<file path="config.mk">
export PLATFORM = sky130hd
export DESIGN_NAME = csf_ram
export DESIGN_NICKNAME = d
export VERILOG_FILES = /design/src/csf_ram.sv
export SDC_FILE = /design/constraint.sdc
export NUM_CORES = 1
export LEC_CHECK = 0
export BUFFER_PORTS_ARGS = -buffer_cell sky130_fd_sc_hd__buf_2
export CELL_PAD_IN_SITES_DETAIL_PLACEMENT = 0
export CELL_PAD_IN_SITES_GLOBAL_PLACEMENT = 2
export CORE_MARGIN = 2
export CORE_UTILIZATION = 52
export DETAILED_ROUTE_END_ITERATION = 7
export PLACE_DENSITY_LB_ADDON = 0.1
export SLEW_MARGIN = 10
export SYNTH_ARGS = -nofsm -noshare
export SYNTH_HDL_FRONTEND = slang
export SYNTH_SLANG_ARGS = --single-unit
</file>
<file path="constraint.sdc">
create_clock -name clk -period 3.2 [get_ports clk]
set_input_delay 0.32 -clock clk [delete_from_list [all_inputs] [get_ports clk]]
set_output_delay 0.32 -clock clk [all_outputs]
set_load 0.02 [all_outputs]
</file>
<file path="src/csf_ram.sv">
// Generic simple dual-port RAM with one write port and a registered read.
`default_nettype none

module csf_ram #(
  parameter int WIDTH = 8,
  parameter int DEPTH = 16
) (
  input  wire logic                     clk,
  input  wire logic                     we,
  input  wire logic [$clog2(DEPTH)-1:0] waddr,
  input  wire logic [WIDTH-1:0]         wdata,
  input  wire logic [$clog2(DEPTH)-1:0] raddr,
  output      logic [WIDTH-1:0]         rdata
);

  logic [WIDTH-1:0] mem [DEPTH];
  logic [WIDTH-1:0] rdata_r;

  // Read returns the old contents on a same-address write.
  always_ff @(posedge clk) begin
    if (we) begin
      mem[waddr] <= wdata;
    end
    rdata_r <= mem[raddr];
  end

  assign rdata = rdata_r;

endmodule

`default_nettype wire

</file>
==> impl_results.rst <==
.. list-table::
   :header-rows: 1

   * - Metric
     - Value
   * - Category of the most critical setup path
     - primary input to register
   * - Min cycle time layout
     - 1.67 ns
   * - Leading area contributor after synthesis
     - sky130_fd_sc_hd__edfxtp_1
   * - Number of enable flip-flop cells after synthesis
     - ~130
   * - Number of iterations in the first detailed-routing pass
     - 4
   * - CTS H-Tree Depth
     - 4
   * - Maximum number of pins on one net before global-route repair
     - 33
   * - Yosys warning total
     - 0
   * - Vias in the first global route
     - 2368
   * - Average wire per cell in the routed design
     - between 20 and 25 um
   * - Filler Cells Inserted
     - 687
   * - Synthesis-to-finish area growth
     - 15.7%
   * - Critical path peak fanout
     - 18
   * - Share of layout cells above drive strength 1
     - ~28%
   * - Share of async-settable or async-resettable flops after synthesis
     - 0%
   * - Fraction of the mapped netlist area in compound gates
     - 2.33%
   * - Post-synth design cell area
     - roughly 0.0051 mm^2
   * - Main combinational cell family by area after synthesis
     - multiplexers
   * - Minimum hold slack
     - 0.203 ns
   * - Antenna violations before repair
     - 0
   * - Count of hold-fix buffers inserted at cts
     - 0
   * - Worst Path Required
     - 3.59 ns
   * - Total power per unit cell area
     - 666 mW/mm^2
   * - Gr ovfl total
     - 0
   * - Fraction of synthesized cell area in xor and xnor cells
     - 0%
   * - FF-to-FF End
     - rdata[3]$_DFF_P_
   * - CTS resizes
     - 0
   * - Number of buffer cells added on primary ports
     - 25
   * - Launching instance or port of the critical path
     - raddr[0]
   * - Synthesized netlist net count
     - 247
   * - Post-CTS clock slew at the launch and capture registers of the worst setup and hold paths
     - approximately 0.07 ns
   * - Flop2flop setup slack
     - 1.81 ns
   * - Count of mapped cells out of synthesis
     - 229
   * - Clk_lat worst skew
     - 0.51 ns
   * - TritonCTS Buffers
     - 17
   * - Cell count of the worst reg-to-reg path
     - 3
   * - Number of nets with antenna violations after routing
     - 0
   * - Die Ht
     - 103 um
   * - Most frequent cells in the layout
     - sky130_fd_sc_hd__edfxtp_1 (128), sky130_fd_sc_hd__buf_2 (25), sky130_fd_sc_hd__mux4_2 (18)
   * - Summed negative setup slack over all endpoints
     - 0 ns
   * - Hold crit path type
     - primary input to register
   * - Setup clock skew after layout
     - 0.00909 ns
   * - Yosys top cell area share
     - 74.7%
   * - Root buffer cell
     - sky130_fd_sc_hd__clkbuf_8
   * - Diode insertion count for antenna repair
     - 0
   * - First DRT Iteration DRCs
     - roughly 170
   * - Core Region
     - just under 0.01 mm^2
   * - CP endpoint kind
     - register
   * - Delay of the slowest critical-path stage
     - 0.58 ns
   * - Site Rows
     - 36
   * - Initial standard-cell utilization of the core
     - 53.2%
   * - Max-Slew Margin vs Limit
     - 38.2%
   * - Final-report setup violation count
     - 0
   * - Maximum frequency from static timing analysis
     - around 0.60 GHz
   * - Vias per cell
     - 5.64
   * - Arrival time of data at the critical path endpoint
     - 2.06 ns
   * - Worst IR drop on VDD
     - 0.333 mV
   * - Number of buffers on the longest clock path
     - 2
   * - Multiplexer share of the synthesized area
     - approximately 15%
   * - Result of the run
     - complete, no violations
   * - Register bit total from synthesis
     - about 140
   * - Global-route usage over all layers
     - between 15 and 20%
   * - # IOs
     - 26
   * - RD Place Congestion
     - about 0.73
   * - Clock tree from TritonCTS
     - built
   * - Most frequent standard cell in the layout excluding fill and tap cells
     - sky130_fd_sc_hd__edfxtp_1
   * - Predominant post-synthesis flop cell
     - sky130_fd_sc_hd__edfxtp_1
   * - HPWL reported at the end of detailed placement
     - between 5000 and 6000 um
   * - Fin. max-slew vios
     - 0
   * - Mean Syn Cell Area
     - 22.5 um^2
   * - Fraction of the yosys area taken by sequential cells
     - 77.8%
   * - Number of distinct library cells after synthesis
     - 19
   * - Worst path slowest cell
     - sky130_fd_sc_hd__mux4_1
   * - Final hold viol count
     - 0
   * - Startpoint type of the worst setup path
     - primary input
   * - Final clock period utilization by the worst path
     - a little over half
   * - Max-cap violations
     - 0
   * - Leak
     - roughly 2 nW
   * - Clock sink total
     - 136
   * - Crit path to
     - rdata[1]$_DFF_P_
   * - Final routed wirelength across all metal layers
     - ~9400 um
   * - Total vias in the final route
     - 2339
   * - Synthesized-area fraction occupied by and/or/nand/nor cells
     - 3.18%
   * - Number of buffers inserted to repair setup after CTS
     - 0
   * - Unrepaired setup endpoints after global routing
     - no
   * - Die width
     - 103 um
   * - Global-route wire length before repair
     - 14000 um
   * - Final instance count without filler cells
     - approximately 420
   * - FF-to-FF Start
     - mem[8][3]$_DFFE_PP_
   * - Fin nets
     - 287
   * - Top area cells in the synthesized netlist
     - sky130_fd_sc_hd__edfxtp_1 (75%), sky130_fd_sc_hd__mux4_2 (7.9%), sky130_fd_sc_hd__mux4_1 (7.1%), sky130_fd_sc_hd__dfxtp_1 (3.1%), sky130_fd_sc_hd__a22oi_1 (2.3%)
   * - Inst Count DP
     - 383
   * - Cell-by-cell listing of the critical path
     - buf_2, buf_4, mux4_1, a22oi_1, nand2_1
   * - Slew at the pin closest to its max-slew limit
     - 0.924 ns
   * - Synth Area in Adders
     - 0%
   * - DIE AREA
     - 0.0107 mm^2
   * - Number of DRC violations after detailed routing
     - 0
## worst max-delay path: cells and delay by family
kind / cells / cell delay (ns)
buf+inv: 2 / 0.81
mux: 1 / 0.58
compound gates: 1 / 0.25
simple gates: 1 / 0.08
## layer usage
layer,global-route usage [%],vias up,wire length (um)
met3,4.84,4,669
met2,27.9,89,4470
met4,6.98,0,40
met5,0,-,0
met1,28.9,1190,4240
li1,-,1056,-
## synth_stat cells, types with 3 or more instances
library cell,n
sky130_fd_sc_hd__a22oi_1,16
sky130_fd_sc_hd__buf_2,3
sky130_fd_sc_hd__buf_6,3
sky130_fd_sc_hd__clkdlybuf4s25_2,3
sky130_fd_sc_hd__dfxtp_1,8
sky130_fd_sc_hd__edfxtp_1,128
sky130_fd_sc_hd__mux4_1,14
sky130_fd_sc_hd__mux4_2,18
sky130_fd_sc_hd__nand2_1,9
sky130_fd_sc_hd__nor2_1,13
sky130_fd_sc_hd__nor3_1,4
## registers in the layout, indices dropped and copies added, names as in the netlist
register / count
rdata: 8
mem: 128
## cell type report
type	instances	area [um^2]	share of cell area, %
Clock buffer	20	435	7.31
Clock inverter	12	120	2.02
Multi-Input combinational cell	83	1060	17.8
Sequential cell	136	4000	67.3
Tap cell	133	166	2.80
Timing Repair Buffer	31	170	2.86
## power breakdown
group	leakage [nW]	switching (mW)	internal, mW
Combinational	0.501	0.114	0.0734
Sequential	1.22	0.0120	1.99
Clock	0.254	0.715	1.06
Total	1.98	0.840	3.12
## metrics by stage
step	power [mW]	instance area (um^2)	util, %	setup WS (ns)
2_1_floorplan	2.15	5150	-	1.39
3_3_place_gp	2.23	5400	55.7	1.01
3_5_place_dp	2.23	5400	55.7	0.947
4_1_cts	4.00	5950	61.5	1.49
5_1_grt	4.10	5950	61.5	1.36
6_report	3.96	5950	61.5	1.53
## worst min path at each step
stage,start,end,depth (start not counted)
floorplan,wdata[0],mem[0][0]$_DFFE_PP_,0
global placement,mem[8][1]$_DFFE_PP_,rdata[1]$_DFF_P_,3
detailed placement,mem[15][7]$_DFFE_PP_,rdata[7]$_DFF_P_,3
CTS,wdata[4],mem[6][4]$_DFFE_PP_,1
global route,wdata[4],mem[5][4]$_DFFE_PP_,1
finish,wdata[7],mem[8][7]$_DFFE_PP_,1
## cells by family after synthesis
group	after synthesis
AO/OA/AOI/OAI	16
AND/OR/NAND/NOR	35
buffers and inverters	10
multiplexers	32
flip-flops	136
Note: power is estimated with default switching activity, not from simulation.
