==> src/csf_pkg.sv <==
// Shared types, constants and helpers of the circle scanline fill unit.
`default_nettype none

package csf_pkg;

  localparam int ROWS_DEF = 512;

  localparam int COL_W   = 9;
  localparam int LEFT_W  = 10;
  localparam int ENTRY_W = LEFT_W + COL_W;
  localparam int COORD_W = 14;

  localparam logic [LEFT_W-1:0]  EMPTY_LEFT  = 10'd512;
  localparam logic [COL_W-1:0]   ZERO_RIGHT  = 9'd0;
  localparam logic [COL_W-1:0]   COL_MAX     = 9'd511;
  localparam logic [ENTRY_W-1:0] ENTRY_EMPTY = {EMPTY_LEFT, ZERO_RIGHT};

  localparam logic KIND_DRAW = 1'b0;
  localparam logic KIND_READ = 1'b1;

  typedef logic signed [COORD_W-1:0] coord_t;

  // One octant point of the midpoint walk.
  typedef struct packed {
    logic             valid;
    logic             last;
    coord_t           row;
    logic [COL_W-1:0] col;
  } point_t;

  typedef enum logic [2:0] {
    ST_IDLE,
    ST_CLEAR,
    ST_WALK,
    ST_DRAIN,
    ST_RESP
  } state_t;

  function automatic logic [LEFT_W-1:0] entry_left(input logic [ENTRY_W-1:0] e);
    return e[ENTRY_W-1:COL_W];
  endfunction

  function automatic logic [COL_W-1:0] entry_right(input logic [ENTRY_W-1:0] e);
    return e[COL_W-1:0];
  endfunction

endpackage

`default_nettype wire

==> src/csf_edge_upd.sv <==
// Edge table read-modify-write stage with one-deep write forwarding.
`default_nettype none

module csf_edge_upd #(
  parameter int ROWS = csf_pkg::ROWS_DEF
) (
  input  wire logic                        clk,
  input  wire logic                        rst_n,
  input  wire logic                        iss_we,
  input  wire logic [$clog2(ROWS)-1:0]     iss_addr,
  input  wire logic [csf_pkg::COL_W-1:0]   iss_col,
  input  wire logic [csf_pkg::ENTRY_W-1:0] rdata,
  output      logic                        we,
  output      logic [$clog2(ROWS)-1:0]     waddr,
  output      logic [csf_pkg::ENTRY_W-1:0] wdata
);

  localparam int AW = $clog2(ROWS);

  logic                        s1_we_r;
  logic [AW-1:0]               s1_addr_r;
  logic [csf_pkg::COL_W-1:0]   s1_col_r;
  logic                        fw_valid_r;
  logic [AW-1:0]               fw_addr_r;
  logic [csf_pkg::ENTRY_W-1:0] fw_data_r;
  logic [csf_pkg::ENTRY_W-1:0] cur;
  logic [csf_pkg::LEFT_W-1:0]  cur_left, new_left, col_ext;
  logic [csf_pkg::COL_W-1:0]   cur_right, new_right;

  always_ff @(posedge clk) begin
    if (!rst_n) begin
      s1_we_r    <= 1'b0;
      fw_valid_r <= 1'b0;
    end else begin
      s1_we_r    <= iss_we;
      fw_valid_r <= we;
    end
  end

  always_ff @(posedge clk) begin
    s1_addr_r <= iss_addr;
    s1_col_r  <= iss_col;
    fw_addr_r <= waddr;
    fw_data_r <= wdata;
  end

  // Take the previous write when it hit the row just read.
  assign cur       = (fw_valid_r && (fw_addr_r == s1_addr_r)) ? fw_data_r : rdata;
  assign cur_left  = csf_pkg::entry_left(cur);
  assign cur_right = csf_pkg::entry_right(cur);
  assign col_ext   = {1'b0, s1_col_r};
  assign new_left  = (col_ext < cur_left) ? col_ext : cur_left;
  assign new_right = (s1_col_r > cur_right) ? s1_col_r : cur_right;

  assign we    = s1_we_r;
  assign waddr = s1_addr_r;
  assign wdata = {new_left, new_right};

endmodule

`default_nettype wire

==> config.mk <==
export PLATFORM = sky130hd
export DESIGN_NAME = csf_edge_upd
export DESIGN_NICKNAME = d
export VERILOG_FILES = /design/src/csf_pkg.sv /design/src/csf_edge_upd.sv
export SDC_FILE = /design/constraint.sdc
export NUM_CORES = 1
export LEC_CHECK = 0
export ABC_AREA = 1
export BUFFER_PORTS_ARGS = -buffer_cell sky130_fd_sc_hd__buf_2
export CELL_PAD_IN_SITES_DETAIL_PLACEMENT = 2
export CELL_PAD_IN_SITES_GLOBAL_PLACEMENT = 2
export CORE_MARGIN = 4
export CORE_UTILIZATION = 26
export CTS_BUF_LIST = sky130_fd_sc_hd__clkbuf_4 sky130_fd_sc_hd__clkbuf_8
export DETAILED_ROUTE_END_ITERATION = 10
export PLACE_DENSITY_LB_ADDON = 0.1
export SLEW_MARGIN = 20
export SYNTH_ARGS = -nofsm -noshare
export SYNTH_HDL_FRONTEND = slang
export SYNTH_SLANG_ARGS = --single-unit
==> constraint.sdc <==
create_clock -name clk -period 2.8 [get_ports clk]
set_clock_uncertainty 0.2 [all_clocks]
set_input_delay 0.28 -clock clk [delete_from_list [all_inputs] [get_ports clk]]
set_output_delay 0.28 -clock clk [all_outputs]
set_load 0.01 [all_outputs]
==> impl_metrics.toml, run 1 <==
[status]
status = "finished, violations left"
violations = "setup timing"

[logic_synthesis]
ys.warnings.count = 0
yosys-top-cells-area = "dfxtp_1, nand2_1, ha_1, inv_1, mux2i_1"
ys_seq_area_share_pct = 45.6
syn_inst = 260
synth_seq_cells = 48
yosysTopAreaCellShare_pct = 45.6
synth.distinct_cells = 29
synth_top_cell_by_area = "dfxtp_1"
syn_area_per_cell_um2 = 8.11
synthesis.area_um2 = 2110

[placement]
gp_congestion = 0.834
dp_slack_ps = -584
dp_cells = 458
io_buffers = 67
dpl.hpwl_um = 5100

[setup_path]
critPathKind = "flip-flop to output pin"
cp.arrival_ps = 3280
r2r_start = "waddr[4]$_DFF_P_"
worst-path-max-fanout = 5
cp_common_cell = "nand2_1"
r2r_end = "fw_data_r[12]$_DFF_P_"
reg2reg_depth = 19
cp.required_ps = 2320
path_cells = "inv_1 -> nand2_1 -> nand2_1 -> nor2_2 -> nand3_2 -> nor2_4 -> buf_4 -> mux2i_1 -> ha_1 -> a21oi_1 -> o21ai_1 -> nand2_1 -> nand2_1 -> nand2_1 -> nand2_2 -> nand2_4 -> buf_6 -> nand2_4 -> o21ai_4 -> buf_6"
startpoint_type = "flip-flop"
cp_slowest_cell = "dfxtp_2"
critical-path-max-stage-delay_ps = 370
cp-end-kind = "output pin"
r2r_slack_ps = -330

[clock_network]
cts-root-buf = "clkbuf_8"
insertion_delay_ps = 320
cts_tree = "yes"
numClockSinks = 48
cts_buffers = 5
cts_max_path_buffers = 2
clk_pin_slew_worst_paths_ps = 100
htreeDepth = 2

[sta]
whs_ps = 154
hold_viol_final = 0
fmax_mhz = 266
fin_crit_sh_pct = 134
setup_violations = 36
setup_ws_ps = -963
min_period_ps = 3760
drv_slew = 0
rsz0062_at_grt = "true"

[route]
wl_per_cell_um = 20.1
first_pass_iters = 4
vias = 2361
viasPerCell = 4.55
drcViolationCount = 0
postRouteAntennaNets = 0
wl_um = 10400
first_iter_violations = 39

[global_route]
grt_pass1_vias = 2451
grt_pass1_wl_um = 11800
grt.overflow.total = 0
antenna_found_initial = 0
grt_max_degree = 17
grtUsageTotal_pct = 15.3

[finish]
fillCellCount = 832
num_antenna_cells = 0
layout_common_cells = "buf_2, buf_6, nand2_1, buf_4, dfxtp_1"
nets = 473
layout_commonest_cell = "buf_2"
layout-drive-gt1-share_pct = 60.0
syn_to_final_growth_pct = 95.3
layoutNonFillerInstCount = 519

[hold_path]
hold_path.class = "input pin to flip-flop"
holdPathEnd = "fw_data_r[6]$_DFF_P_"
min_from = "rdata[6]"
min_path_cells = 3

[die]
dieArea_um2 = 9620
core-area_um2 = 7810
ios = 69
die_w_um = 98.1
fp.dieH_um = 98.1
start_util_pct = 27.0
rows = 32

[power_and_ir_drop]
power.density_nw_per_um2 = 437
p_leak_uw = 0.00202
ir_drop_mv = 0.176

[flow_run]
maxCapViolCount = 0
kinds of logic (layout without fill, tap and decap cells):
kind of cell               count (synthesis)  count (layout)  synth area share [%]
adders and majority gates                 17              17                  10.1
other                                      1               2                 0.178
and+or+nand+nor                          108             109                  22.9
DFF                                       48              48                  45.6
buffers and inverters                     46             201                  8.96
AOI/OAI and AO/OA                         31              31                  8.01
muxes                                      9               9                  4.33
metrics by stage:
| step | power (uW) | utilization (%) | cell area, um^2 | setup TNS (ps) |
|---|---|---|---|---|
| after floorplan | 941 | - | 2180 | -3090 |
| after global placement | 1070 | 36.4 | 2850 | -7800 |
| after detailed placement | 1080 | 36.4 | 2850 | -10920 |
| after CTS | 1620 | 45.0 | 3520 | -12580 |
| after global routing | 1890 | 52.8 | 4120 | -26660 |
| final | 1800 | 52.8 | 4120 | -20800 |
power breakdown:
| part | switching, uW | internal (uW) |
|---|---|---|
| combinational | 273 | 270 |
| clock | 274 | 201 |
| sequential | 42.0 | 740 |
timing repair:
item,in CTS,in global routing
gates resized for setup,64,106
gates cloned,0,2
setup buffers,14,19
hold buffers,21,0
endpoints found under the setup margin,36,36
hold endpoints to repair,20,0
pin swaps,11,43
worst max path at each step:
stage / cells after the start / start / endpoint / slack, ps
2_1_floorplan: 20 / waddr[3]$_DFF_P_ / wdata[1] / -220
3_3_place_gp: 21 / fw_addr_r[3]$_DFF_P_ / wdata[1] / -430
3_5_place_dp: 21 / fw_addr_r[0]$_DFF_P_ / wdata[1] / -580
4_1_cts: 21 / waddr[2]$_DFF_P_ / wdata[0] / -700
5_1_grt: 20 / waddr[4]$_DFF_P_ / wdata[0] / -1160
6_report: 20 / waddr[4]$_DFF_P_ / wdata[0] / -960
cell usage after synthesis, drive strengths merged:
| cell type | count |
|---|---|
| ha | 17 |
| mux2i | 8 |
| nand2 | 79 |
| nor3 | 2 |
| inv | 42 |
| nand4 | 1 |
| and2 | 1 |
| o21ai | 20 |
| nor2 | 10 |
| buf | 4 |
| dfxtp | 48 |
| o21a | 2 |
| nand3 | 15 |
| o21bai | 1 |
| a21oi | 7 |
| a21o | 1 |
| conb | 1 |
| mux2 | 1 |
cell type report:
type / count / area (um^2) / share of cell area [%]
tap: 102 / 128 / 3.10
inverter: 42 / 165 / 4.01
timing repair buffer: 150 / 1220 / 29.6
multi-input combinational: 168 / 1520 / 37.0
timing repair inverter: 1 / 11.3 / 0.273
clock buffer: 6 / 82.6 / 2.00
clock inverter: 2 / 15.0 / 0.365
sequential: 48 / 975 / 23.7
state kept, by name (all words and copies together) (netlist names):
signal and flops:
fw_addr_r 9, fw_data_r 19, fw_valid_r 1, s1_col_r 9, waddr 9, we 1
layer usage:
metal | track usage, % | part of all wire, % | routed length, um | vias up
met5 | 0 | 0 | 0 | -
met4 | 3.83 | 1.6 | 167 | 0
met3 | 3.43 | 3.1 | 324 | 11
met1 | 17.6 | 38 | 3940 | 1172
li1 | - | - | - | 1129
met2 | 28.6 | 57 | 5990 | 49
critical path: cells and delay by family, from the launching register on:
| family | cells | cell delay, ps |
|---|---|---|
| buffers and inverters | 4 | 510 |
| AOI/OAI and AO/OA | 3 | 390 |
| and+or+nand+nor | 11 | 1140 |
| adders and majority gates | 1 | 300 |
| DFF | 1 | 370 |
| muxes | 1 | 270 |
No activity file was read; power rests on OpenSTA's default activity.
==> run 2: changes to the inputs <==
CORE_MARGIN = default   (was 4)
==> run 2 against run 1 <==
  * The run still ends with setup timing left
  * Via count fell by 3.3%
  * Die area fell by 12%
  * Clock-buffer cell count fell by 1
  * Utilization fell by 1.9 points
  * Flip-flop and latch count did not move
  * First-iteration DRC count rose by 28%
  * Sequential power barely moved
  * Non-clock buffer count fell by 19
  * Critical path depth rose by 1
  * Global-route usage rose by 2.2 points
  * Clock power rose by 29%
  * Largest cell class unchanged
  * Total power rose by 5.4%
==> impl_metrics.toml, run 2 (same netlist as run 1, synthesis figures left out) <==
[clock_network]
insertion_delay_ps = 320
clk_pin_slew_worst_paths_ps = 90
htreeDepth = 2
cts_buffers = 5
cts-root-buf = "clkbuf_8"
numClockSinks = 48
cts_tree = "yes"
cts_max_path_buffers = 2

[status]
status = "finished, violations left"
violations = "setup timing"

[route]
wl_um = 9650
viasPerCell = 4.58
first_iter_violations = 50
vias = 2283
first_pass_iters = 3
drcViolationCount = 0
wl_per_cell_um = 19.3
postRouteAntennaNets = 0

[setup_path]
r2r_end = "fw_data_r[2]$_DFF_P_"
critPathTopFamily = "simple AND/OR/NAND/NOR gates"
path_cells = "inv_2 -> nand2_1 -> nand2_1 -> nor2_2 -> nand3_2 -> nor2_4 -> buf_12 -> buf_8 -> mux2i_4 -> ha_4 -> a21oi_2 -> o21ai_2 -> nand2_1 -> nand2_2 -> nand2_2 -> nand2_4 -> nand2_8 -> buf_6 -> nand2_4 -> o21ai_4 -> buf_6"
r2r_start = "fw_addr_r[0]$_DFF_P_"
cp-end-kind = "output pin"
cp.required_ps = 2320
cp_slowest_cell = "dfxtp_1"
reg2reg_depth = 21
startpoint_type = "flip-flop"
r2r_slack_ps = -440
cp.arrival_ps = 3300
cp_common_cell = "nand2_1"
crit_buf_inv = 5
critPathKind = "flip-flop to output pin"
critical-path-max-stage-delay_ps = 340
worst-path-max-fanout = 4

[global_route]
grt.overflow.total = 0
antenna_found_initial = 0
grt_max_degree = 15
grt_pass1_wl_um = 11400
grtUsageTotal_pct = 17.6
grt_pass1_vias = 2323

[finish]
largest_register = "fw_data_r"
nets = 454
layout_common_cells = "buf_2, nand2_1, dfxtp_1, inv_1, buf_4"
layout-drive-gt1-share_pct = 56.7
syn_to_final_growth_pct = 87.2
layout_commonest_cell = "buf_2"
final_core_utilization_pct = 50.8
largest_reg_flops = 19
num_antenna_cells = 0

[flow_run]
maxCapViolCount = 0

[sta]
fmax_mhz = 265
whs_ps = 121
drv_slew = 0
min_period_ps = 3780
fin_crit_sh_pct = 135
setup_ws_ps = -978
hold_viol_final = 0
rsz0062_at_grt = "true"
setup_violations = 36

[die]
fp.dieH_um = 92.1
die_w_um = 92.1
rows = 32
start_util_pct = 27.2
core-area_um2 = 7770
ios = 69
dieArea_um2 = 8480

[power_and_ir_drop]
ir_drop_mv = 0.296
power.density_nw_per_um2 = 480
p_leak_uw = 0.00195
power.total_uw = 1900

[placement]
gp_congestion = 0.760
io_buffers = 67
dpl.hpwl_um = 4680

[hold_path]
min_path_cells = 3
holdPathEnd = "fw_data_r[6]$_DFF_P_"
hold_path.class = "input pin to flip-flop"
min_from = "rdata[6]"
[run 2: changes by cell type in the layout (fill, tap and decap cells not counted), moves of 5 or more]
cell / previous run / this run
nand2_1: 38 / 46
buf_6: 39 / 22
o21ai_4: 14 / 8
o21ai_2: 5 / 10
nand2_2: 29 / 20
buf_4: 38 / 28
[run 2: worst register-to-register path: stages, from the launching register on]
cell	delay, ps
dfxtp_1	340
inv_2	50
nand2_1	70
nand2_1	80
nor2_2	130
nand3_2	140
nor2_4	210
buf_12	160
buf_8	120
mux2i_4	310
ha_4	270
a21oi_2	140
o21ai_2	70
nand2_1	100
nand2_2	60
nand2_2	100
nand2_4	80
nand2_8	120
clkinv_8	100
nand2_2	90
o21ai_2	70
buf_4	130
[run 2: worst max path at each step]
stage	slack [ps]	start	cells after the start	to
floorplan	-220	waddr[3]$_DFF_P_	20	wdata[1]
global route	-1140	waddr[2]$_DFF_P_	18	wdata[0]
detailed placement	-520	fw_addr_r[2]$_DFF_P_	21	wdata[1]
global placement	-410	fw_addr_r[3]$_DFF_P_	21	wdata[1]
CTS	-670	waddr[3]$_DFF_P_	20	wdata[1]
finish	-980	fw_addr_r[0]$_DFF_P_	21	wdata[0]
[run 2: layout make-up]
type                            count  area, um^2
Fill cell                         833        3820
Multi-Input combinational cell    168        1480
Timing Repair Buffer              131        1050
Sequential cell                    48         976
Inverter                           42         170
Tap cell                          102         128
Clock buffer                        5        68.8
Clock inverter                      2        60.1
Timing Repair inverter              1        11.3
[run 2: what timing repair did]
action                                  4_1_cts  5_1_grt
gates resized for setup                      43      102
endpoints found under the setup margin       36       36
cloned                                        1        1
pin swaps                                    14       42
hold endpoints to repair                     20        0
hold buffers                                 20        0
buffers inserted                              3       12
[run 2: per-layer routing]
layer | GRT usage, % | wire (um) | vias to the layer above
met2 | 31.0 | 5280 | 61
met5 | 0 | 0 | -
met3 | 2.99 | 298 | 24
met1 | 20.9 | 3710 | 1108
li1 | - | - | 1090
met4 | 7.42 | 362 | 0
[run 2: metrics by stage]
stage | instances | setup WS (ps) | TNS (ps) | cell area, um^2
after floorplan | 261 | -219 | -3090 | 2180
after global placement | 455 | -412 | -7550 | 2850
after detailed placement | 455 | -517 | -10020 | 2850
after CTS | 486 | -667 | -11680 | 3370
after global routing | 499 | -1140 | -27490 | 3950
final | 499 | -978 | -21570 | 3950
[run 2: power by group]
| part | internal, uW | switching (uW) |
|---|---|---|
| Sequential | 740 | 44.7 |
| Clock | 352 | 263 |
| Combinational | 239 | 258 |
| Total | 1330 | 565 |
