===== src/csf_pkg.sv =====
// Shared types, constants and helpers of the circle scanline fill unit.
`default_nettype none

package csf_pkg;

  localparam int ROWS_DEF = 512;

  localparam int COL_W   = 9;
  localparam int LEFT_W  = 10;
  localparam int ENTRY_W = LEFT_W + COL_W;
  localparam int COORD_W = 14;

  localparam logic [LEFT_W-1:0]  EMPTY_LEFT  = 10'd512;
  localparam logic [COL_W-1:0]   ZERO_RIGHT  = 9'd0;
  localparam logic [COL_W-1:0]   COL_MAX     = 9'd511;
  localparam logic [ENTRY_W-1:0] ENTRY_EMPTY = {EMPTY_LEFT, ZERO_RIGHT};

  localparam logic KIND_DRAW = 1'b0;
  localparam logic KIND_READ = 1'b1;

  typedef logic signed [COORD_W-1:0] coord_t;

  // One octant point of the midpoint walk.
  typedef struct packed {
    logic             valid;
    logic             last;
    coord_t           row;
    logic [COL_W-1:0] col;
  } point_t;

  typedef enum logic [2:0] {
    ST_IDLE,
    ST_CLEAR,
    ST_WALK,
    ST_DRAIN,
    ST_RESP
  } state_t;

  function automatic logic [LEFT_W-1:0] entry_left(input logic [ENTRY_W-1:0] e);
    return e[ENTRY_W-1:COL_W];
  endfunction

  function automatic logic [COL_W-1:0] entry_right(input logic [ENTRY_W-1:0] e);
    return e[COL_W-1:0];
  endfunction

endpackage

`default_nettype wire


===== src/csf_walker.sv =====
// Midpoint circle walker: emits one octant point per cycle.
`default_nettype none

module csf_walker (
  input  wire logic                 clk,
  input  wire logic                 rst_n,
  input  wire logic                 start,
  input  wire logic [8:0]           center_x,
  input  wire logic [8:0]           center_y,
  input  wire logic [8:0]           radius,
  output      csf_pkg::point_t      pt
);

  logic              busy_r, busy_nxt;
  logic [2:0]        k_r, k_nxt;
  csf_pkg::coord_t   x_r, x_nxt;
  csf_pkg::coord_t   y_r, y_nxt;
  csf_pkg::coord_t   p_r, p_nxt;
  csf_pkg::coord_t   cx_r, cx_nxt;
  csf_pkg::coord_t   cy_r, cy_nxt;
  csf_pkg::coord_t   col_s;
  csf_pkg::coord_t   row_s;
  csf_pkg::coord_t   x_inc;
  logic              cont;

  always_ff @(posedge clk) begin
    if (!rst_n) begin
      busy_r <= 1'b0;
      k_r    <= 3'd0;
    end else begin
      busy_r <= busy_nxt;
      k_r    <= k_nxt;
    end
  end

  always_ff @(posedge clk) begin
    x_r  <= x_nxt;
    y_r  <= y_nxt;
    p_r  <= p_nxt;
    cx_r <= cx_nxt;
    cy_r <= cy_nxt;
  end

  // Pick the octant point for this slot.
  always_comb begin
    case (k_r)
      3'd0:    begin col_s = cx_r + x_r; row_s = cy_r + y_r; end
      3'd1:    begin col_s = cx_r + y_r; row_s = cy_r + x_r; end
      3'd2:    begin col_s = cx_r + x_r; row_s = cy_r - y_r; end
      3'd3:    begin col_s = cx_r + y_r; row_s = cy_r - x_r; end
      3'd4:    begin col_s = cx_r - x_r; row_s = cy_r + y_r; end
      3'd5:    begin col_s = cx_r - y_r; row_s = cy_r + x_r; end
      3'd6:    begin col_s = cx_r - x_r; row_s = cy_r - y_r; end
      3'd7:    begin col_s = cx_r - y_r; row_s = cy_r - x_r; end
      default: begin col_s = cx_r;       row_s = cy_r;       end
    endcase
  end

  assign cont  = (x_r <= y_r);
  assign x_inc = x_r + csf_pkg::coord_t'(1);

  always_comb begin
    busy_nxt = busy_r;
    k_nxt    = k_r;
    x_nxt    = x_r;
    y_nxt    = y_r;
    p_nxt    = p_r;
    cx_nxt   = cx_r;
    cy_nxt   = cy_r;
    if (start) begin
      busy_nxt = 1'b1;
      k_nxt    = 3'd0;
      x_nxt    = '0;
      y_nxt    = {5'b0, radius};
      p_nxt    = csf_pkg::coord_t'(1) - {5'b0, radius};
      cx_nxt   = {5'b0, center_x};
      cy_nxt   = {5'b0, center_y};
    end else if (busy_r) begin
      k_nxt = k_r + 3'd1;
      if (k_r == 3'd7) begin
        if (cont) begin
          // Advance one midpoint step.
          x_nxt = x_inc;
          if (p_r < 0) begin
            p_nxt = p_r + (x_inc <<< 1) + csf_pkg::coord_t'(1);
          end else begin
            p_nxt = p_r + ((x_inc - y_r) <<< 1) + csf_pkg::coord_t'(1);
            y_nxt = y_r - csf_pkg::coord_t'(1);
          end
        end else begin
          busy_nxt = 1'b0;
        end
      end
    end
  end

  always_comb begin
    pt.valid = busy_r;
    pt.last  = busy_r && (k_r == 3'd7) && !cont;
    pt.row   = row_s;
    if (col_s < 0) begin
      pt.col = '0;
    end else if (col_s > {5'b0, csf_pkg::COL_MAX}) begin
      pt.col = csf_pkg::COL_MAX;
    end else begin
      pt.col = col_s[csf_pkg::COL_W-1:0];
    end
  end

endmodule

`default_nettype wire


===== config.mk =====
export PLATFORM = sky130hd
export DESIGN_NAME = csf_walker
export DESIGN_NICKNAME = d
export VERILOG_FILES = /design/src/csf_pkg.sv /design/src/csf_walker.sv
export SDC_FILE = /design/constraint.sdc
export NUM_CORES = 1
export LEC_CHECK = 0
export ABC_AREA = 1
export BUFFER_PORTS_ARGS = -buffer_cell sky130_fd_sc_hd__buf_4
export CAP_MARGIN = 10
export CORE_UTILIZATION = 56
export DETAILED_ROUTE_END_ITERATION = 8
export PLACE_DENSITY = 0.78
export SYNTH_ARGS = -nofsm -noshare
export SYNTH_HDL_FRONTEND = slang
export SYNTH_SLANG_ARGS = --single-unit

===== constraint.sdc =====
create_clock -name clk -period 3.99 [get_ports clk]
set_input_delay 0.1995 -clock clk [delete_from_list [all_inputs] [get_ports clk]]
set_output_delay 0.1995 -clock clk [all_outputs]
set_load 0.02 [all_outputs]

==> results_dict.tcl, run 1 <==
set metrics [dict create \
    status "finished, violations left" \
    violations "setup timing" \
    min_from "center_x[2]" \
    hpwl_mm 16.8 \
    required_ns 4.09 \
    finalPower_mw 2.72 \
    antenna_cells 0 \
    arrival_ns 4.14 \
    std_cell_rows 41 \
    grt_usage_pct 33.0 \
    critical_path.max_fanout 6 \
    hold_class "in2reg" \
    multi_input_area_um2 5400 \
    synth-seq-cells 64 \
    postCtsHoldBufs 0 \
    wl_per_cell_um 16.7 \
    die_w_um 117 \
    start_kind "register" \
    core_um2 12700 \
    max_cap_viol_count 0 \
    antenna_found_initial 0 \
    vias 7837 \
    cts_buffer_depth 2 \
    via_per_inst 5.78 \
    worst_pin_slew_ns 0.697 \
    cts_sinks 64 \
    root_buffer "clkbuf_16" \
    skew_ns 0.00820 \
    synth.cell_area_um2 7360 \
    area_growth_pct 23.8 \
    dp.cells 1319 \
    place_congestion 0.953 \
    powerDensity_nw_per_um2 298 \
    io_buffers 54 \
    htree_levels 3 \
    regArea_um2 1710 \
    slew_headroom_pct 53.4 \
    reg2reg_setup_slack_ns -0.05 \
    fmaxAchievable_mhz 247 \
    grt_max_degree 44 \
    numCtsBuffers 9 \
    hold_depth 1 \
    grt_pass1_vias 6936 \
    synthCells 1060 \
    period_share_pct 101 \
    ys.flop_type "edfxtp_1" \
    io_pins 55 \
    nFillCells 1082 \
    end_kind "register" \
    drc 0 \
    grt-ovfl-total 0 \
    power.ir.vdd_worst_uv 227 \
    rr_endpoint "p_r[13]$_DFFE_PP_" \
    antenna_left 0 \
    dr.pass1.iters 7 \
    wl_mm 22.7 \
    p_leak_nw 4.34 \
    yosys_warnings 0 \
    ys_seq_area_share_pct 23.0 \
    tritoncts "done" \
    worst_slack_ns -0.0540 \
    drv_slew 0 \
    dieArea_um2 13600 \
    synth_edf_count 41 \
    initial_core_util_pct 57.9 \
    dieHeight_um 117 \
    async_flop_share_pct 0 \
    syn_avg_cell_area_um2 6.94 \
    path_clk_slew_ns 0.06 \
    ys_types 52 \
    insertion_delay_ns 0.35 \
    r2r_start "x_r[2]$_SDFFE_PP0P_" \
    nets 1294 \
    grt_pass1_wl_mm 34.1 \
    drt-initial-drc-count 770 \
    stdcell_count 1356 \
    period_minus_slack_ns 4.04 \
    reg2reg_depth 26 \
    min_to "cx_r[2]$_DFFE_PP_" \
    critPathKind "reg2reg" \
    rsz0062_at_grt "yes" \
    hold_viol 0 \
    drive_above_1_share_pct 21.5 \
    finalSetupViolations 1 \
    synth_nets 1175 \
]
Yosys cell counts, types with 5 or more instances:
cell type | count | area, µm²
a31oi_1 | 8 | 50.1
ha_1 | 80 | 1000
inv_1 | 128 | 480
xor2_1 | 49 | 429
nor2_1 | 92 | 345
o21ai_1 | 8 | 40.0
o21ai_0 | 74 | 370
edfxtp_1 | 41 | 1230
a21oi_1 | 80 | 400
nand3_1 | 69 | 345
dfxtp_1 | 23 | 460
o22ai_1 | 19 | 119
nand4_1 | 9 | 56.3
xnor2_1 | 15 | 131
nand3_2 | 5 | 50.1
nor3_1 | 13 | 65.1
clkbuf_1 | 12 | 45.0
nor2_4 | 7 | 78.8
o221ai_1 | 6 | 52.6
nand2_1 | 236 | 886
a211oi_1 | 12 | 90.1
nor2_2 | 5 | 31.3
inv_2 | 6 | 22.5
fa_1 | 5 | 100
clkinv_1 | 6 | 22.5
a221oi_1 | 6 | 52.6
critical path, stage by stage, from the launching register on:
cell	delay, ns
dfxtp_4	0.39
inv_2	0.07
nor3_4	0.20
buf_4	0.15
xor2_2	0.17
ha_1	0.28
a21oi_1	0.14
and2_1	0.17
inv_1	0.07
a31oi_2	0.16
nor2_1	0.07
nor2_2	0.14
nor3_1	0.07
nor2_1	0.14
xor2_1	0.16
inv_1	0.06
ha_1	0.30
nand2_1	0.10
inv_1	0.07
a221oi_2	0.27
nand2_1	0.13
nor2_2	0.16
nand3_1	0.09
nand2_1	0.06
o21ai_1	0.06
nand2_1	0.07
nand2_1	0.05
flip-flops by register name (all words and copies together) (netlist names):
register  flops
p_r          14
x_r          14
y_r          14
cx_r          9
cy_r          9
k_r           3
busy_r        1
metrics by stage:
step / instance area (µm²) / worst slack [ns] / utilization, % / TNS, ns / hold WS, ns
detailed placement: 8270 / 0.0205 / 65.0 / 0 / 0.379
global route: 9110 / -0.257 / 71.6 / -1.09 / 0.0213
floorplan: 7360 / 0.189 / - / 0 / 0.297
finish: 9110 / -0.0540 / 71.6 / -0.0540 / 0.0196
CTS: 8610 / 0.000569 / 67.7 / 0 / 0.0200
global placement: 8270 / 0.185 / 65.0 / 0 / 0.378
kinds of logic after synthesis:
| kind of cell | after synthesis | share of synthesized area (%) |
|---|---|---|
| mux | 1 | 0.136 |
| fa+ha+maj | 85 | 15.0 |
| xor+xnor | 65 | 7.84 |
| compound gates | 231 | 18.2 |
| flops | 64 | 23.0 |
| buf+inv | 162 | 8.87 |
| simple gates | 452 | 27.0 |
placed cells by master (no fill, tap or decap), drive strengths merged, types with 2 or more instances in the layout:
| master | instances |
|---|---|
| xor2 | 49 |
| fa | 5 |
| o21ai | 83 |
| o21bai | 5 |
| xnor2 | 16 |
| and2 | 3 |
| or2 | 2 |
| a221oi | 6 |
| o221ai | 6 |
| edfxtp | 41 |
| a211oi | 12 |
| nor3 | 15 |
| ha | 80 |
| a21o | 4 |
| o22ai | 19 |
| nand4 | 9 |
| nor2 | 106 |
| a21oi | 82 |
| nand3 | 75 |
| nand3b | 2 |
| a31oi | 8 |
| o2111ai | 2 |
| nand2 | 241 |
| clkbuf | 11 |
| inv | 133 |
| clkinv | 12 |
| buf | 127 |
| dfxtp | 23 |
layer usage:
metal	share of wire (%)	vias to the layer above	GRT usage (%)
li1	-	3816	-
met1	43	3593	45.4
met2	45	379	52.0
met3	9.7	49	5.60
met4	2.3	0	12.2
met5	0	-	0
layout make-up:
class / count / share of cell area [%]
well taps: 172 / 2.36
clock buffers: 11 / 2.55
clock inverters: 5 / 0.522
repair buffers: 127 / 10.6
inverters: 141 / 5.94
multi-input cells: 836 / 59.2
flip-flops and latches: 64 / 18.8
where the power goes:
part	total, mW	switching (mW)	internal [mW]	leakage (nW)
logic	1.14	0.682	0.461	3.61
clock network	0.790	0.312	0.477	0.138
registers	0.784	0.0336	0.750	0.591
total	2.72	1.03	1.69	4.34
worst max path at each step:
stage,startpoint,endpoint,slack (ns),depth (start not counted)
3_3_place_gp,x_r[0]$_SDFFE_PP0P_,p_r[13]$_DFFE_PP_,0.19,26
6_report,x_r[2]$_SDFFE_PP0P_,p_r[13]$_DFFE_PP_,-0.05,26
2_1_floorplan,x_r[0]$_SDFFE_PP0P_,p_r[13]$_DFFE_PP_,0.19,25
3_5_place_dp,x_r[0]$_SDFFE_PP0P_,p_r[13]$_DFFE_PP_,0.02,26
4_1_cts,k_r[0]$_SDFFE_PP0P_,pt[0],0.0006,21
5_1_grt,x_r[2]$_SDFFE_PP0P_,p_r[13]$_DFFE_PP_,-0.26,24
what timing repair did:
| action | in CTS | in global routing |
|---|---|---|
| gates cloned | 1 | 1 |
| gates resized for setup | 14 | 94 |
| pin swaps | 3 | 27 |
| buffers inserted | 1 | 18 |
| endpoints found under the setup margin | 10 | 14 |
Note: power is estimated with default switching activity, not from simulation.
==> run 2, diff against run 1 <==
--- a/config.mk
+++ b/config.mk
@@ -8,9 +8,8 @@
 export ABC_AREA = 1
 export BUFFER_PORTS_ARGS = -buffer_cell sky130_fd_sc_hd__buf_4
 export CAP_MARGIN = 10
-export CORE_UTILIZATION = 56
+export CORE_UTILIZATION = 34
 export DETAILED_ROUTE_END_ITERATION = 8
-export PLACE_DENSITY = 0.78
 export SYNTH_ARGS = -nofsm -noshare
 export SYNTH_HDL_FRONTEND = slang
 export SYNTH_SLANG_ARGS = --single-unit
==> results_dict.tcl, run 2 (synthesis results as in run 1) <==
set metrics [dict create \
    end_kind "primary output" \
    grt_pass1_vias 6884 \
    rsz0062_at_grt "yes" \
    drc 0 \
    dieHeight_um 149 \
    worst_pin_slew_ns 0.818 \
    hold_depth 1 \
    root_buffer "clkbuf_16" \
    initial_core_util_pct 34.8 \
    grt-ovfl-total 0 \
    critical_path.max_fanout 5 \
    area_growth_pct 25.4 \
    io_buffers 54 \
    grt_pass1_wl_mm 35.7 \
    layout_commonest_cell "nand2_1" \
    hpwl_mm 18.2 \
    finalSetupViolations 0 \
    rr_endpoint "p_r[13]$_DFFE_PP_" \
    skew_ns 0.00663 \
    dr.pass1.iters 5 \
    required_ns 3.79 \
    critPathLaunch "k_r[0]$_SDFFE_PP0P_" \
    drt-initial-drc-count 593 \
    place_congestion 0.940 \
    reg2reg_setup_slack_ns 0.19 \
    r2r_start "x_r[0]$_SDFFE_PP0P_" \
    path_clk_slew_ns 0.06 \
    via_per_inst 5.18 \
    antenna_cells 0 \
    core_um2 21200 \
    dieArea_um2 22200 \
    drive_above_1_share_pct 21.7 \
    final_core_util_pct 43.6 \
    nets 1300 \
    insertion_delay_ns 0.34 \
    wl_mm 23.4 \
    antenna_left 0 \
    period_share_pct 97.6 \
    reg_top3 "p_r (14), x_r (14), y_r (14)" \
    min_from "center_y[8]" \
    wl_per_cell_um 15.9 \
    die_w_um 149 \
    period_minus_slack_ns 3.89 \
    arrival_ns 3.70 \
    start_kind "register" \
    grt_max_degree 43 \
    postCtsHoldBufs 0 \
    slew_headroom_pct 45.4 \
    powerDensity_nw_per_um2 292 \
    grt_usage_pct 20.7 \
    max_cap_viol_count 0 \
    cts_sinks 64 \
    hold_class "in2reg" \
    std_cell_rows 53 \
    numCtsBuffers 9 \
    hold_viol 0 \
    drv_slew 0 \
    status "finished clean" \
    cts_buffer_depth 2 \
    critPathKind "reg2out" \
    io_pins 55 \
    antenna_found_initial 0 \
    finalSetupTns_ns 0 \
    mostFrequentLayoutCells "nand2_1 (226), buf_4 (129), inv_1 (118), nor2_1 (83), a21oi_1 (79)" \
    reg2reg_depth 27 \
    fmaxAchievable_mhz 257 \
    min_to "cy_r[8]$_DFFE_PP_" \
    power.ir.vdd_worst_uv 265 \
    p_leak_nw 4.35 \
    vias 7590 \
    htree_levels 3 \
    tritoncts "done" \
]
-- run 2: cell types whose count changed in the layout (fill, tap and decap cells not counted), moves of 4 or more --
cell | before | now
buf_4 | 123 | 129
ha_2 | 3 | 7
nand2_1 | 230 | 226
ha_4 | 10 | 6
nand2_2 | 8 | 13
-- run 2: power by group --
part	switching [mW]	leakage (nW)	internal [mW]
combinational	0.681	3.63	0.460
sequential	0.0316	0.590	0.751
clock	0.335	0.129	0.436
total	1.05	4.35	1.65
-- run 2: worst max-delay path, stage by stage, from the launching register on --
cell and delay (ns):
dfxtp_4 0.37, ha_4 0.18, ha_2 0.19, a21oi_4 0.19, nand3_4 0.15, buf_6 0.17, nor2_2 0.12, a211oi_2 0.05
ha_1 0.38, nand2_2 0.08, o21ai_1 0.13, a21oi_1 0.05, buf_4 0.16, o21bai_4 0.21, nand3_1 0.12, nand2_2 0.09
nand3_4 0.10, nor2_4 0.22, nand3_1 0.11, nand2_1 0.09, inv_1 0.04, buf_4 0.14
-- run 2: routing by layer --
layer / routed length (µm) / global-route usage [%]
met5: 0 / 0
met2: 10700 / 32.8
met1: 10900 / 28.5
met4: 391 / 5.87
met3: 1370 / 3.85
-- run 2: through the flow --
stage               hold slack, ns  std cells  power (mW)  setup WS, ns  area (µm²)
floorplan                    0.297       1060        1.49         0.189        7360
detailed placement           0.379       1418        1.84        0.0468        8370
global route                0.0172       1465        2.86        -0.118        9230
global placement             0.379       1418        1.83         0.165        8370
CTS                         0.0156       1435        2.62      0.000918        8700
finish                      0.0283       1465        2.69        0.0952        9230
-- run 2: cell type report --
| class | count | area (µm²) |
|---|---|---|
| timing repair buffer | 133 | 1030 |
| sequential | 64 | 1700 |
| multi-input combinational | 836 | 5340 |
| fill | 2125 | 11900 |
| inverter | 141 | 542 |
| clock inverter | 5 | 32.5 |
| tap | 275 | 344 |
| clock buffer | 11 | 243 |
-- run 2: how the worst max path moves through the flow --
stage	to
final	pt[2]
after global routing	p_r[13]$_DFFE_PP_
after CTS	pt[2]
after detailed placement	p_r[13]$_DFFE_PP_
after global placement	p_r[13]$_DFFE_PP_
after floorplan	p_r[13]$_DFFE_PP_
-- run 2: what timing repair did --
action | 4_1_cts | 5_1_grt
buffers inserted | 0 | 29
gates cloned | 1 | 1
resized for setup | 15 | 85
endpoints found under the setup margin | 9 | 14
pin swaps | 2 | 30
